===== src/lkv_pkg.sv =====
// Package for the LRU key-value cache: request and response payload types,
// request codes and configuration constants. No dependencies.
`default_nettype none

package lkv_pkg;

    localparam int KEY_W = 32;
    localparam int VAL_W = 32;
    localparam int CAP_W = 5;

    localparam logic [CAP_W-1:0] CAP_RESET = 5'd16;

    localparam logic REQ_GET = 1'b0;
    localparam logic REQ_PUT = 1'b1;

    typedef struct packed {
        logic                    req_type;
        logic signed [KEY_W-1:0] key;
        logic signed [VAL_W-1:0] value;
    } req_t;

    typedef struct packed {
        logic                    found;
        logic signed [VAL_W-1:0] read_value;
        logic                    evicted;
        logic signed [KEY_W-1:0] evicted_key;
    } rsp_t;

endpackage

`default_nettype wire


===== src/lkv_if.sv =====
// Channel interfaces for the LRU key-value cache: request, response and
// capacity write. Depends on lkv_pkg.
`default_nettype none

interface lkv_req_if;
    import lkv_pkg::*;
    logic                    valid;
    logic                    ready;
    logic                    req_type;
    logic signed [KEY_W-1:0] key;
    logic signed [VAL_W-1:0] value;

    modport source (output valid, output req_type, output key, output value, input ready);
    modport sink   (input valid, input req_type, input key, input value, output ready);
endinterface

interface lkv_rsp_if;
    import lkv_pkg::*;
    logic                    valid;
    logic                    ready;
    logic                    found;
    logic signed [VAL_W-1:0] read_value;
    logic                    evicted;
    logic signed [KEY_W-1:0] evicted_key;

    modport source (output valid, output found, output read_value, output evicted,
                    output evicted_key, input ready);
    modport sink   (input valid, input found, input read_value, input evicted,
                    input evicted_key, output ready);
endinterface

interface lkv_cfg_if;
    import lkv_pkg::*;
    logic             valid;
    logic             ready;
    logic [CAP_W-1:0] capacity;

    modport source (output valid, output capacity, input ready);
    modport sink   (input valid, input capacity, output ready);
endinterface

`default_nettype wire


===== src/lru_key_value_cache.sv =====
// A request beat is captured in lkv_req_reg, and its response is registered in lkv_rsp_reg once that register is free.
// Throughput: one request per cycle while the response sink is ready, set by the combinational parallel key match
// and rank update over all entries in the store.
// Reset: clears every entry's valid bit and the occupancy; capacity returns to 16.
// Top level of the LRU key-value cache; depends on lkv_pkg, lkv_if and the
// lkv_req_reg, lkv_store and lkv_rsp_reg modules.
`default_nettype none

module lru_key_value_cache
    import lkv_pkg::*;
#(
    parameter int ENTRIES = 16
)
(
    input  wire logic clk,
    input  wire logic rst_n,
    lkv_req_if.sink   req,
    lkv_rsp_if.source rsp,
    lkv_cfg_if.sink   cfg
);

    logic [CAP_W-1:0] cap_reg;
    logic             pending;
    logic             free;
    logic             fire;
    req_t             item;
    rsp_t             result;

    assign cfg.ready = 1'b1;

    always_ff @(posedge clk or negedge rst_n)
    begin
        if (!rst_n)
        begin
            cap_reg <= CAP_RESET;
        end
        else if (cfg.valid && cfg.ready)
        begin
            cap_reg <= cfg.capacity;
        end
    end

    assign fire = pending && free;

    lkv_req_reg u_req_reg (
        .clk     (clk),
        .rst_n   (rst_n),
        .req     (req),
        .take    (fire),
        .pending (pending),
        .item    (item)
    );

    lkv_store #(
        .ENTRIES (ENTRIES)
    ) u_store (
        .clk      (clk),
        .rst_n    (rst_n),
        .fire     (fire),
        .item     (item),
        .capacity (cap_reg),
        .result   (result)
    );

    lkv_rsp_reg u_rsp_reg (
        .clk   (clk),
        .rst_n (rst_n),
        .load  (fire),
        .data  (result),
        .free  (free),
        .rsp   (rsp)
    );

endmodule

`default_nettype wire


===== src/lkv_req_reg.sv =====
// Input register of the LRU key-value cache: holds one request beat until
// the lookup stage takes it. Depends on lkv_pkg and lkv_req_if.
`default_nettype none

module lkv_req_reg
    import lkv_pkg::*;
(
    input  wire logic  clk,
    input  wire logic  rst_n,
    lkv_req_if.sink    req,
    input  wire logic  take,
    output logic       pending,
    output req_t       item
);

    logic pend_reg;
    logic pend_next;
    req_t item_reg;
    logic accept;

    assign req.ready = !pend_reg || take;
    assign accept    = req.valid && req.ready;

    always_comb
    begin
        pend_next = pend_reg;
        if (accept)
        begin
            pend_next = 1'b1;
        end
        else if (take)
        begin
            pend_next = 1'b0;
        end
    end

    always_ff @(posedge clk or negedge rst_n)
    begin
        if (!rst_n)
        begin
            pend_reg <= 1'b0;
        end
        else
        begin
            pend_reg <= pend_next;
        end
    end

    always_ff @(posedge clk)
    begin
        if (accept)
        begin
            item_reg <= '{req_type: req.req_type, key: req.key, value: req.value};
        end
    end

    assign pending = pend_reg;
    assign item    = item_reg;

endmodule

`default_nettype wire


===== src/lkv_store.sv =====
// Entry store of the LRU key-value cache: parallel key match, recency ranks,
// victim and free-slot selection, and the state update. Depends on lkv_pkg.
`default_nettype none

module lkv_store
    import lkv_pkg::*;
#(
    parameter int ENTRIES = 16
)
(
    input  wire logic             clk,
    input  wire logic             rst_n,
    input  wire logic             fire,
    input  wire req_t             item,
    input  wire logic [CAP_W-1:0] capacity,
    output rsp_t                  result
);

    localparam int IW = (ENTRIES > 1) ? $clog2(ENTRIES) : 1;
    localparam int OW = $clog2(ENTRIES + 1);
    localparam int CW = (OW > CAP_W) ? OW : CAP_W;

    logic signed [KEY_W-1:0] key_reg   [ENTRIES];
    logic signed [KEY_W-1:0] key_next  [ENTRIES];
    logic signed [VAL_W-1:0] val_reg   [ENTRIES];
    logic signed [VAL_W-1:0] val_next  [ENTRIES];
    logic [IW-1:0]           rank_reg  [ENTRIES];
    logic [IW-1:0]           rank_next [ENTRIES];
    logic [ENTRIES-1:0]      valid_reg;
    logic [ENTRIES-1:0]      valid_next;
    logic [OW-1:0]           occ_reg;
    logic [OW-1:0]           occ_next;

    logic [ENTRIES-1:0]      hit_vec;
    logic [ENTRIES-1:0]      evict_vec;
    logic [ENTRIES-1:0]      free_oh;
    logic [ENTRIES-1:0]      ins_oh;
    logic                    hit;
    logic                    is_put;
    logic                    full;
    logic                    do_evict;
    logic                    do_insert;
    logic [CW-1:0]           cap_eff;
    logic [OW-1:0]           occ_m1;
    logic [IW-1:0]           last_rank;
    logic [IW-1:0]           hit_rank;
    logic signed [VAL_W-1:0] hit_val;
    logic signed [KEY_W-1:0] evict_key;

    assign is_put = (item.req_type == REQ_PUT);

    always_comb
    begin
        cap_eff = CW'(capacity);
        if (capacity == '0)
        begin
            cap_eff = CW'(1);
        end
        else if (CW'(capacity) > CW'(ENTRIES))
        begin
            cap_eff = CW'(ENTRIES);
        end
    end

    assign occ_m1    = occ_reg - OW'(1);
    assign last_rank = IW'(occ_m1);
    assign full      = (CW'(occ_reg) >= cap_eff);
    assign free_oh   = ~valid_reg & (valid_reg + ENTRIES'(1));

    always_comb
    begin
        hit_rank  = '0;
        hit_val   = '0;
        evict_key = '0;
        for (int i = 0; i < ENTRIES; i++)
        begin
            hit_vec[i]   = valid_reg[i] && (key_reg[i] == item.key);
            evict_vec[i] = valid_reg[i] && (rank_reg[i] == last_rank);
            hit_rank     = hit_rank | (rank_reg[i] & {IW{hit_vec[i]}});
            hit_val      = hit_val | (val_reg[i] & {VAL_W{hit_vec[i]}});
            evict_key    = evict_key | (key_reg[i] & {KEY_W{evict_vec[i]}});
        end
    end

    assign hit       = |hit_vec;
    assign do_insert = is_put && !hit;
    assign do_evict  = do_insert && full;
    assign ins_oh    = do_evict ? evict_vec : free_oh;

    always_comb
    begin
        valid_next = valid_reg;
        occ_next   = occ_reg;
        for (int i = 0; i < ENTRIES; i++)
        begin
            key_next[i]  = key_reg[i];
            val_next[i]  = val_reg[i];
            rank_next[i] = rank_reg[i];
        end
        if (fire && hit)
        begin
            for (int i = 0; i < ENTRIES; i++)
            begin
                if (hit_vec[i])
                begin
                    rank_next[i] = '0;
                    if (is_put)
                    begin
                        val_next[i] = item.value;
                    end
                end
                else if (valid_reg[i] && (rank_reg[i] < hit_rank))
                begin
                    rank_next[i] = rank_reg[i] + IW'(1);
                end
            end
        end
        else if (fire && do_insert)
        begin
            for (int i = 0; i < ENTRIES; i++)
            begin
                if (ins_oh[i])
                begin
                    key_next[i]   = item.key;
                    val_next[i]   = item.value;
                    rank_next[i]  = '0;
                    valid_next[i] = 1'b1;
                end
                else if (valid_reg[i])
                begin
                    rank_next[i] = rank_reg[i] + IW'(1);
                end
            end
            if (!do_evict)
            begin
                occ_next = occ_reg + OW'(1);
            end
        end
    end

    always_ff @(posedge clk or negedge rst_n)
    begin
        if (!rst_n)
        begin
            valid_reg <= '0;
            occ_reg   <= '0;
        end
        else
        begin
            valid_reg <= valid_next;
            occ_reg   <= occ_next;
        end
    end

    always_ff @(posedge clk)
    begin
        for (int i = 0; i < ENTRIES; i++)
        begin
            key_reg[i]  <= key_next[i];
            val_reg[i]  <= val_next[i];
            rank_reg[i] <= rank_next[i];
        end
    end

    always_comb
    begin
        result.found       = hit;
        result.read_value  = (hit && !is_put) ? hit_val : '0;
        result.evicted     = do_evict;
        result.evicted_key = do_evict ? evict_key : '0;
    end

endmodule

`default_nettype wire


===== src/lkv_rsp_reg.sv =====
// Result register of the LRU key-value cache: holds one response beat until
// the sink takes it. Depends on lkv_pkg and lkv_rsp_if.
`default_nettype none

module lkv_rsp_reg
    import lkv_pkg::*;
(
    input  wire logic  clk,
    input  wire logic  rst_n,
    input  wire logic  load,
    input  wire rsp_t  data,
    output logic       free,
    lkv_rsp_if.source  rsp
);

    logic valid_reg;
    logic valid_next;
    rsp_t data_reg;

    assign free = !valid_reg || rsp.ready;

    always_comb
    begin
        valid_next = valid_reg;
        if (load)
        begin
            valid_next = 1'b1;
        end
        else if (rsp.ready)
        begin
            valid_next = 1'b0;
        end
    end

    always_ff @(posedge clk or negedge rst_n)
    begin
        if (!rst_n)
        begin
            valid_reg <= 1'b0;
        end
        else
        begin
            valid_reg <= valid_next;
        end
    end

    always_ff @(posedge clk)
    begin
        if (load)
        begin
            data_reg <= data;
        end
    end

    assign rsp.valid       = valid_reg;
    assign rsp.found       = data_reg.found;
    assign rsp.read_value  = data_reg.read_value;
    assign rsp.evicted     = data_reg.evicted;
    assign rsp.evicted_key = data_reg.evicted_key;

endmodule

`default_nettype wire


===== src/flat_wrapper.sv =====
// flat-port wrapper written by rule: the top's interface ports become plain ports
module lru_key_value_cache_flat import lkv_pkg::*;
#(
    parameter int ENTRIES = 16
)
  (clk, rst_n, req_valid, req_req_type, req_key, req_value, req_ready, rsp_valid, rsp_found, rsp_read_value, rsp_evicted, rsp_evicted_key, rsp_ready, cfg_valid, cfg_capacity, cfg_ready);
  lkv_req_if req_i ();
  lkv_rsp_if rsp_i ();
  lkv_cfg_if cfg_i ();
  input  wire logic clk;
  input  wire logic rst_n;
  input wire logic [$bits(req_i.valid)-1:0] req_valid;
  input wire logic [$bits(req_i.req_type)-1:0] req_req_type;
  input wire logic [$bits(req_i.key)-1:0] req_key;
  input wire logic [$bits(req_i.value)-1:0] req_value;
  output wire logic [$bits(req_i.ready)-1:0] req_ready;
  output wire logic [$bits(rsp_i.valid)-1:0] rsp_valid;
  output wire logic [$bits(rsp_i.found)-1:0] rsp_found;
  output wire logic [$bits(rsp_i.read_value)-1:0] rsp_read_value;
  output wire logic [$bits(rsp_i.evicted)-1:0] rsp_evicted;
  output wire logic [$bits(rsp_i.evicted_key)-1:0] rsp_evicted_key;
  input wire logic [$bits(rsp_i.ready)-1:0] rsp_ready;
  input wire logic [$bits(cfg_i.valid)-1:0] cfg_valid;
  input wire logic [$bits(cfg_i.capacity)-1:0] cfg_capacity;
  output wire logic [$bits(cfg_i.ready)-1:0] cfg_ready;
  assign req_i.valid = req_valid;
  assign req_i.req_type = req_req_type;
  assign req_i.key = req_key;
  assign req_i.value = req_value;
  assign req_ready = req_i.ready;
  assign rsp_valid = rsp_i.valid;
  assign rsp_found = rsp_i.found;
  assign rsp_read_value = rsp_i.read_value;
  assign rsp_evicted = rsp_i.evicted;
  assign rsp_evicted_key = rsp_i.evicted_key;
  assign rsp_i.ready = rsp_ready;
  assign cfg_i.valid = cfg_valid;
  assign cfg_i.capacity = cfg_capacity;
  assign cfg_ready = cfg_i.ready;
  lru_key_value_cache #(.ENTRIES(ENTRIES)) u_core (.clk(clk), .rst_n(rst_n), .req(req_i), .rsp(rsp_i), .cfg(cfg_i));
endmodule

===== config.mk =====
export PLATFORM = sky130hd
export DESIGN_NAME = lru_key_value_cache_flat
export DESIGN_NICKNAME = d
export VERILOG_FILES = /design/src/lkv_pkg.sv /design/src/lkv_if.sv /design/src/lru_key_value_cache.sv /design/src/lkv_req_reg.sv /design/src/lkv_store.sv /design/src/lkv_rsp_reg.sv /design/src/flat_wrapper.sv
export SDC_FILE = /design/constraint.sdc
export NUM_CORES = 2
export LEC_CHECK = 0
export BUFFER_PORTS_ARGS = -buffer_cell sky130_fd_sc_hd__buf_4
export CAP_MARGIN = 40
export CORE_ASPECT_RATIO = 2
export CORE_MARGIN = 4
export CORE_UTILIZATION = 29
export CTS_BUF_LIST = sky130_fd_sc_hd__clkbuf_16
export CTS_CLUSTER_DIAMETER = 60
export DETAILED_ROUTE_END_ITERATION = 8
export PLACE_DENSITY = 0.48
export SYNTH_ARGS = -nofsm -noshare
export SYNTH_HDL_FRONTEND = slang
export SYNTH_HIERARCHICAL = 1
export SYNTH_SLANG_ARGS = --single-unit

===== constraint.sdc =====
create_clock -name clk -period 6.4 [get_ports clk]
set_input_delay 0 -clock clk [delete_from_list [all_inputs] [get_ports clk]]
set_output_delay 0 -clock clk [all_outputs]
set_load 0.05 [all_outputs]

# Word level (Yosys, flattened, before mapping)

Memory sizes are Yosys's and may differ from the RTL's.
Cells that the tools add are included.

Input port bits: 75
Bits in registers: 159
Output and inout port bits: 69
Bits in writable memories: 1,088
Memories: 3

Memory list:

| name                    | depth | bits a word | read ports | clocked after memory_dff | wr ports | RTL line        | RTL |
|---|---|---|---|---|---|---|---|
| u_core.u_store.key_reg  | 16    | 32          | 16         | 0                        | 16       | lkv_store.sv:23 | `logic signed [KEY_W-1:0] key_reg [ENTRIES];` |
| u_core.u_store.val_reg  | 16    | 32          | 16         | 0                        | 16       | lkv_store.sv:25 | `logic signed [VAL_W-1:0] val_reg [ENTRIES];` |
| u_core.u_store.rank_reg | 16    | 4           | 16         | 0                        | 16       | lkv_store.sv:27 | `logic [IW-1:0] rank_reg [ENTRIES];` |

Order comparisons: 18
Reductions and logical operators: 82
$add $sub $neg: 19
Bitwise logic cells: 97
Mux-type cells: 141
Equality and inequality tests: 32

Operator list:

| cell                                                            | count |
|---|---|
| 32-bit 2-to-1 mux                                               | 64 |
| 512-bit 2-to-1 mux                                              | 4 |
| 32-bit AND                                                      | 32 |
| 32-bit bitwise OR                                               | 30 |
| 32-bit == test                                                  | 16 |
| 4-bit 2-to-1 mux                                                | 64 |
| 64-bit 2-to-1 mux                                               | 2 |
| 4-bit by 1-bit adder with 4-bit output, second input constant   | 16 |
| 4-bit AND                                                       | 16 |
| 4-bit == test                                                   | 16 |
| 4-bit < comparator                                              | 16 |
| 4-bit bitwise OR                                                | 15 |
| 1-bit logical AND                                               | 55 |
| 3-bit AND reduction                                             | 17 |
| 16-bit by 1-bit adder with 16-bit output, second input constant | 1 |
| 16-bit AND                                                      | 1 |
| 16-bit 2-to-1 mux                                               | 1 |
| 16-bit inverter                                                 | 1 |
| 16-bit OR reduction                                             | 1 |
| 5-bit 2-to-1 mux                                                | 2 |
| 5-bit by 1-bit adder with 5-bit output, second input constant   | 1 |
| 5-bit >= comparator                                             | 1 |
| 5-bit greater-than comparator, second input constant            | 1 |
| 5-bit logical NOT                                               | 1 |
| other kinds (6)                                                 | 15 |

# Longest topological paths before layout

An unclocked memory read counts as a cell.

Word-level depth: 24
Mapped depth: 17
Mapped depth without buffers: 15

# By module

Netlist, hierarchy kept.

By module, submodules not included:

| module              | seq. area each (um^2) | instances | area an instance (um^2) | cells each |
|---|---|---|---|---|
| lkv_store           | 33,196.8              | 1         | 52,007.4                | 3,737 |
| lkv_rsp_reg         | 2,006.9               | 1         | 2,029.4                 | 69 |
| lkv_req_reg         | 1,976.9               | 1         | 2,005.7                 | 69 |
| lru_key_value_cache | 126.4                 | 1         | 200.2                   | 13 |

# Worst setup path after synthesis

No wires, ideal clock.

Path kind: register -> register
Start point: register u_core/u_rsp_reg/rsp.valid (netlist name)
End point: memory u_core.u_store.key_reg[0][0] (enable)
Setup time: 0.421 ns
Path slack: 1.158 ns
Arrival time: 4.821 ns
Buffers on the path: 2
Required time: 5.979 ns
Stages on the path, launching flop included: 8
Cell sequence: dfrtp_1 -> nand2b_4 -> and2_1 -> nand2_1 -> or2_2 -> buf_2 -> buf_1 -> nor2_1

RTL lines:

| element   | RTL line |
|---|---|
| to (decl) | lkv_store.sv:23 |

==> metrics <==
outcome=complete, no violations; Synth cell types=between 70 and 80; r2r setup slk=about 280 ps; CTS tree=built; worst ir drop on vdd=0.000221 V; CTS sink cnt=1247; core box area=around 0.19 sq mm; Slew @ Worst Pin=approximately 1000 ps; worst skew pair latency=between 800 and 900 ps; GRT met2 Usage=54.9%; prevailing post-synth register cell=edfxtp_1; fraction of power spent switching nets=a little over a third; fraction of registers with async set or reset after synthesis=between 2 and 2.5%; cells on worst reg2reg path=15; number of vias per cell=a little under 6; #FFs+latches synth=1247; Die W=between 300 and 400 um; HPWL Detailed=234000 um; Net Switching=9390 uW; Power Dens Cells=between 300 and 400 mW/mm^2; Post-Syn Instances=between 3000 and 4000; CTS H-tree depth=4; register area share after synthesis=about 66%; Detail Route Antenna Nets=0; met1 Track Usage GR=30.3%; die area=0.201 sq mm; via count=41784; Tcrit/Tclk final=~96%; Nets=4629; Max-slew headroom=approximately 30%; port buffer count=~140; Post-Syn Nets=approximately 4000; Worst R2R End=u_core/u_store/rank_reg[0][26]; Max Fclk=163 MHz; Internal=between 15000 and 20000 uW; share of layout cells above drive strength 1=between 10% and 20%; Reg area=~0.037 sq mm; Total GRT Usage=between 30% and 40%; CTS Root Cell=clkbuf_16; CP delay by family, top=simple AND/OR/NAND/NOR gates; Top cell by count, worst path=nor2_1; Max stage delay on crit path=between 700 and 800 ps; Initial Util=between 20% and 30%; cell breakdown of the critical path=buf_12 > xnor2_1 > clkbuf_4 > buf_6 > nand4_1 > nor4_2 > and3_2 > a221oi_1 > nand3_1 > nor2_1 > buf_4 > ha_1 > nor2_1 > o211ai_1 > o21ai_0; drt wl/cell=approximately 46 um; number of enable flip-flop cells after synthesis=about 1200; largest net degree at the start of global routing=slightly below 70; slowest CP cell=nor4_2; cts bufs inserted=around 140; Slew Viols, Final=0; Setup violations, final=0; Top Ports=roughly 140; hold slack=around 230 ps; crit path DAT=6560 ps; Leak=between 0.02 and 0.025 uW; Util after Layout=36.1%; Reg2Reg Launch Point=u_core/u_req_reg/item[59]; total power=26100 uW; CTS clk-pin slew, worst paths=about 70 ps; max-capacitance violation count=0; Post-Syn Area=0.0562 sq mm; Comb pwr share=between 20 and 30%; Crit Path Max Fanout=21; number of setup buffers added after CTS=0; post-route cell area=around 0.070 sq mm; RSZ-0062 raised after global routing=no; vias in the first global route=41166; Chip Height=roughly 630 um; Hold Path Class=in2async; GRT busiest layer=met2; placed inst area=roughly 0.063 sq mm; clock power share=between 30% and 40%; Crit. End Element=flip-flop; drt first pass iters=6; row count=228; multi-input logic area=around 0.018 sq mm; clock skew=approximately 85 ps; initial antenna violation count=20; Tmin final=roughly 6100 ps; Buf+Inv Stages, Crit Path=4; Avg Inst Size Synth=~14 sq um; DRC violations left=0; CP Launch Type=flip-flop; met3 usage=~6.7%; RD Place Congestion=1.09; Reg power frac=40.3%; Ys Warns=6; Filler Cell Count=18666; Post-Route WL=roughly 330000 um; final hold viol count=0; initial DRC count=between 4000 and 5000; crit path kind=reg2reg; Clock Path Buffers=4; critical path data required time=~7000 ps; Syn-to-layout area delta=23.6%; first-pass GRT wire length=about 420000 um; total grt overflow=0
kinds of logic (layout without fill, tap and decap cells):
family,count (synthesis),after routing,synth area share (%)
flops,1247,1247,66.3
compound gates,790,790,11.4
other cells,1,21,0.00667
buf+inv,293,1014,2.64
simple gates,925,925,9.44
xor+xnor,570,570,8.88
mux,18,18,0.349
fa+ha+maj,44,44,0.957
worst max path at each step:
stage | from | end | cells after the start
finish | u_core/u_req_reg/item[59] | u_core/u_store/rank_reg[0][26] | 15
detailed placement | u_core/u_req_reg/item[59] | u_core/u_store/rank_reg[0][24] | 14
CTS | u_core/u_req_reg/item[59] | u_core/u_store/rank_reg[0][26] | 14
global route | u_core/u_req_reg/item[59] | u_core/u_store/rank_reg[0][16] | 14
floorplan | u_core/u_rsp_reg/rsp.valid | u_core/u_store/key_reg[0][0] | 7
global placement | u_core/u_req_reg/item[59] | u_core/u_store/val_reg[1][169] | 12
per-stage QoR:
step	std cells	TNS [ps]	worst slack, ps
after CTS	7086	0	709
after global routing	7141	0	255
final	7159	0	278
after floorplan	3888	0	1160
after detailed placement	6698	0	761
after global placement	6653	-916	-46.4
placed cells by master (no fill, tap or decap), types with 84 or more instances in the layout:
master,count
a22o_1,235
inv_1,84
clkbuf_16,141
nand3_1,99
xnor2_1,417
nor2_1,125
buf_4,486
xor2_1,141
nand4_1,197
nand2b_1,98
a221oi_1,235
dlygate4sd3_1,152
edfxtp_1,1219
area by class of cell:
class                      instances  area share, %
sequential                      1247           53.7
multi-input combinational       2348           25.7
timing repair buffer             716           9.50
clock buffer                     141           5.07
tap                             2530           4.55
clock inverter                    94           1.13
inverter                          63          0.340
antenna                           20         0.0720
power groups by stage:
stage | clock, uW | combinational, uW | sequential [uW]
2_1_floorplan | 0 | 3200 | 10600
3_3_place_gp | 0 | 7120 | 10700
3_5_place_dp | 0 | 7220 | 10700
4_1_cts | 8120 | 7310 | 10500
5_1_grt | 8420 | 7660 | 10500
6_report | 7970 | 7610 | 10500
repair_timing:
item                       CTS  global route
setup endpoints to repair    0            12
hold buffers               153             0
hold endpoints to repair   123             0
resized for setup            0             1
cell usage after synthesis (24+ instances only):
library cell | n | share of area [%]
edfxtp_1 | 1219 | 65
xnor2_1 | 428 | 6.7
a221oi_1 | 236 | 3.7
a22o_1 | 235 | 3.7
nand4_1 | 197 | 2.2
xor2_1 | 142 | 2.2
nor2_1 | 140 | 0.93
clkbuf_1 | 104 | 0.69
nand2b_1 | 99 | 1.1
nand3_1 | 99 | 0.88
nand2_1 | 76 | 0.51
a22oi_1 | 71 | 0.95
and3_1 | 69 | 0.77
nor3_1 | 65 | 0.58
inv_1 | 61 | 0.41
buf_4 | 53 | 0.71
nor4_1 | 53 | 0.59
a31oi_1 | 45 | 0.50
o21ai_0 | 42 | 0.37
ha_1 | 39 | 0.87
buf_2 | 36 | 0.32
a21oi_1 | 34 | 0.30
a41oi_1 | 32 | 0.50
dfrtp_1 | 27 | 1.2
nor2b_1 | 24 | 0.27
routing by layer:
| layer | wire length (um) | up-vias |
|---|---|---|
| li1 | - | 16783 |
| met1 | 101000 | 21647 |
| met2 | 165000 | 2429 |
| met3 | 18300 | 923 |
| met4 | 42100 | 2 |
| met5 | 11 | - |
worst register-to-register path: cells and delay by family, from the launching register on:
family	cells	cell delay, ps
AO/OA/AOI/OAI	3	980
buffers and inverters	4	1030
adder cells (fa/ha/maj)	1	170
flip-flops	1	720
XOR/XNOR	1	450
AND/OR/NAND/NOR	6	2370
No activity file was read; power rests on OpenSTA's default activity.
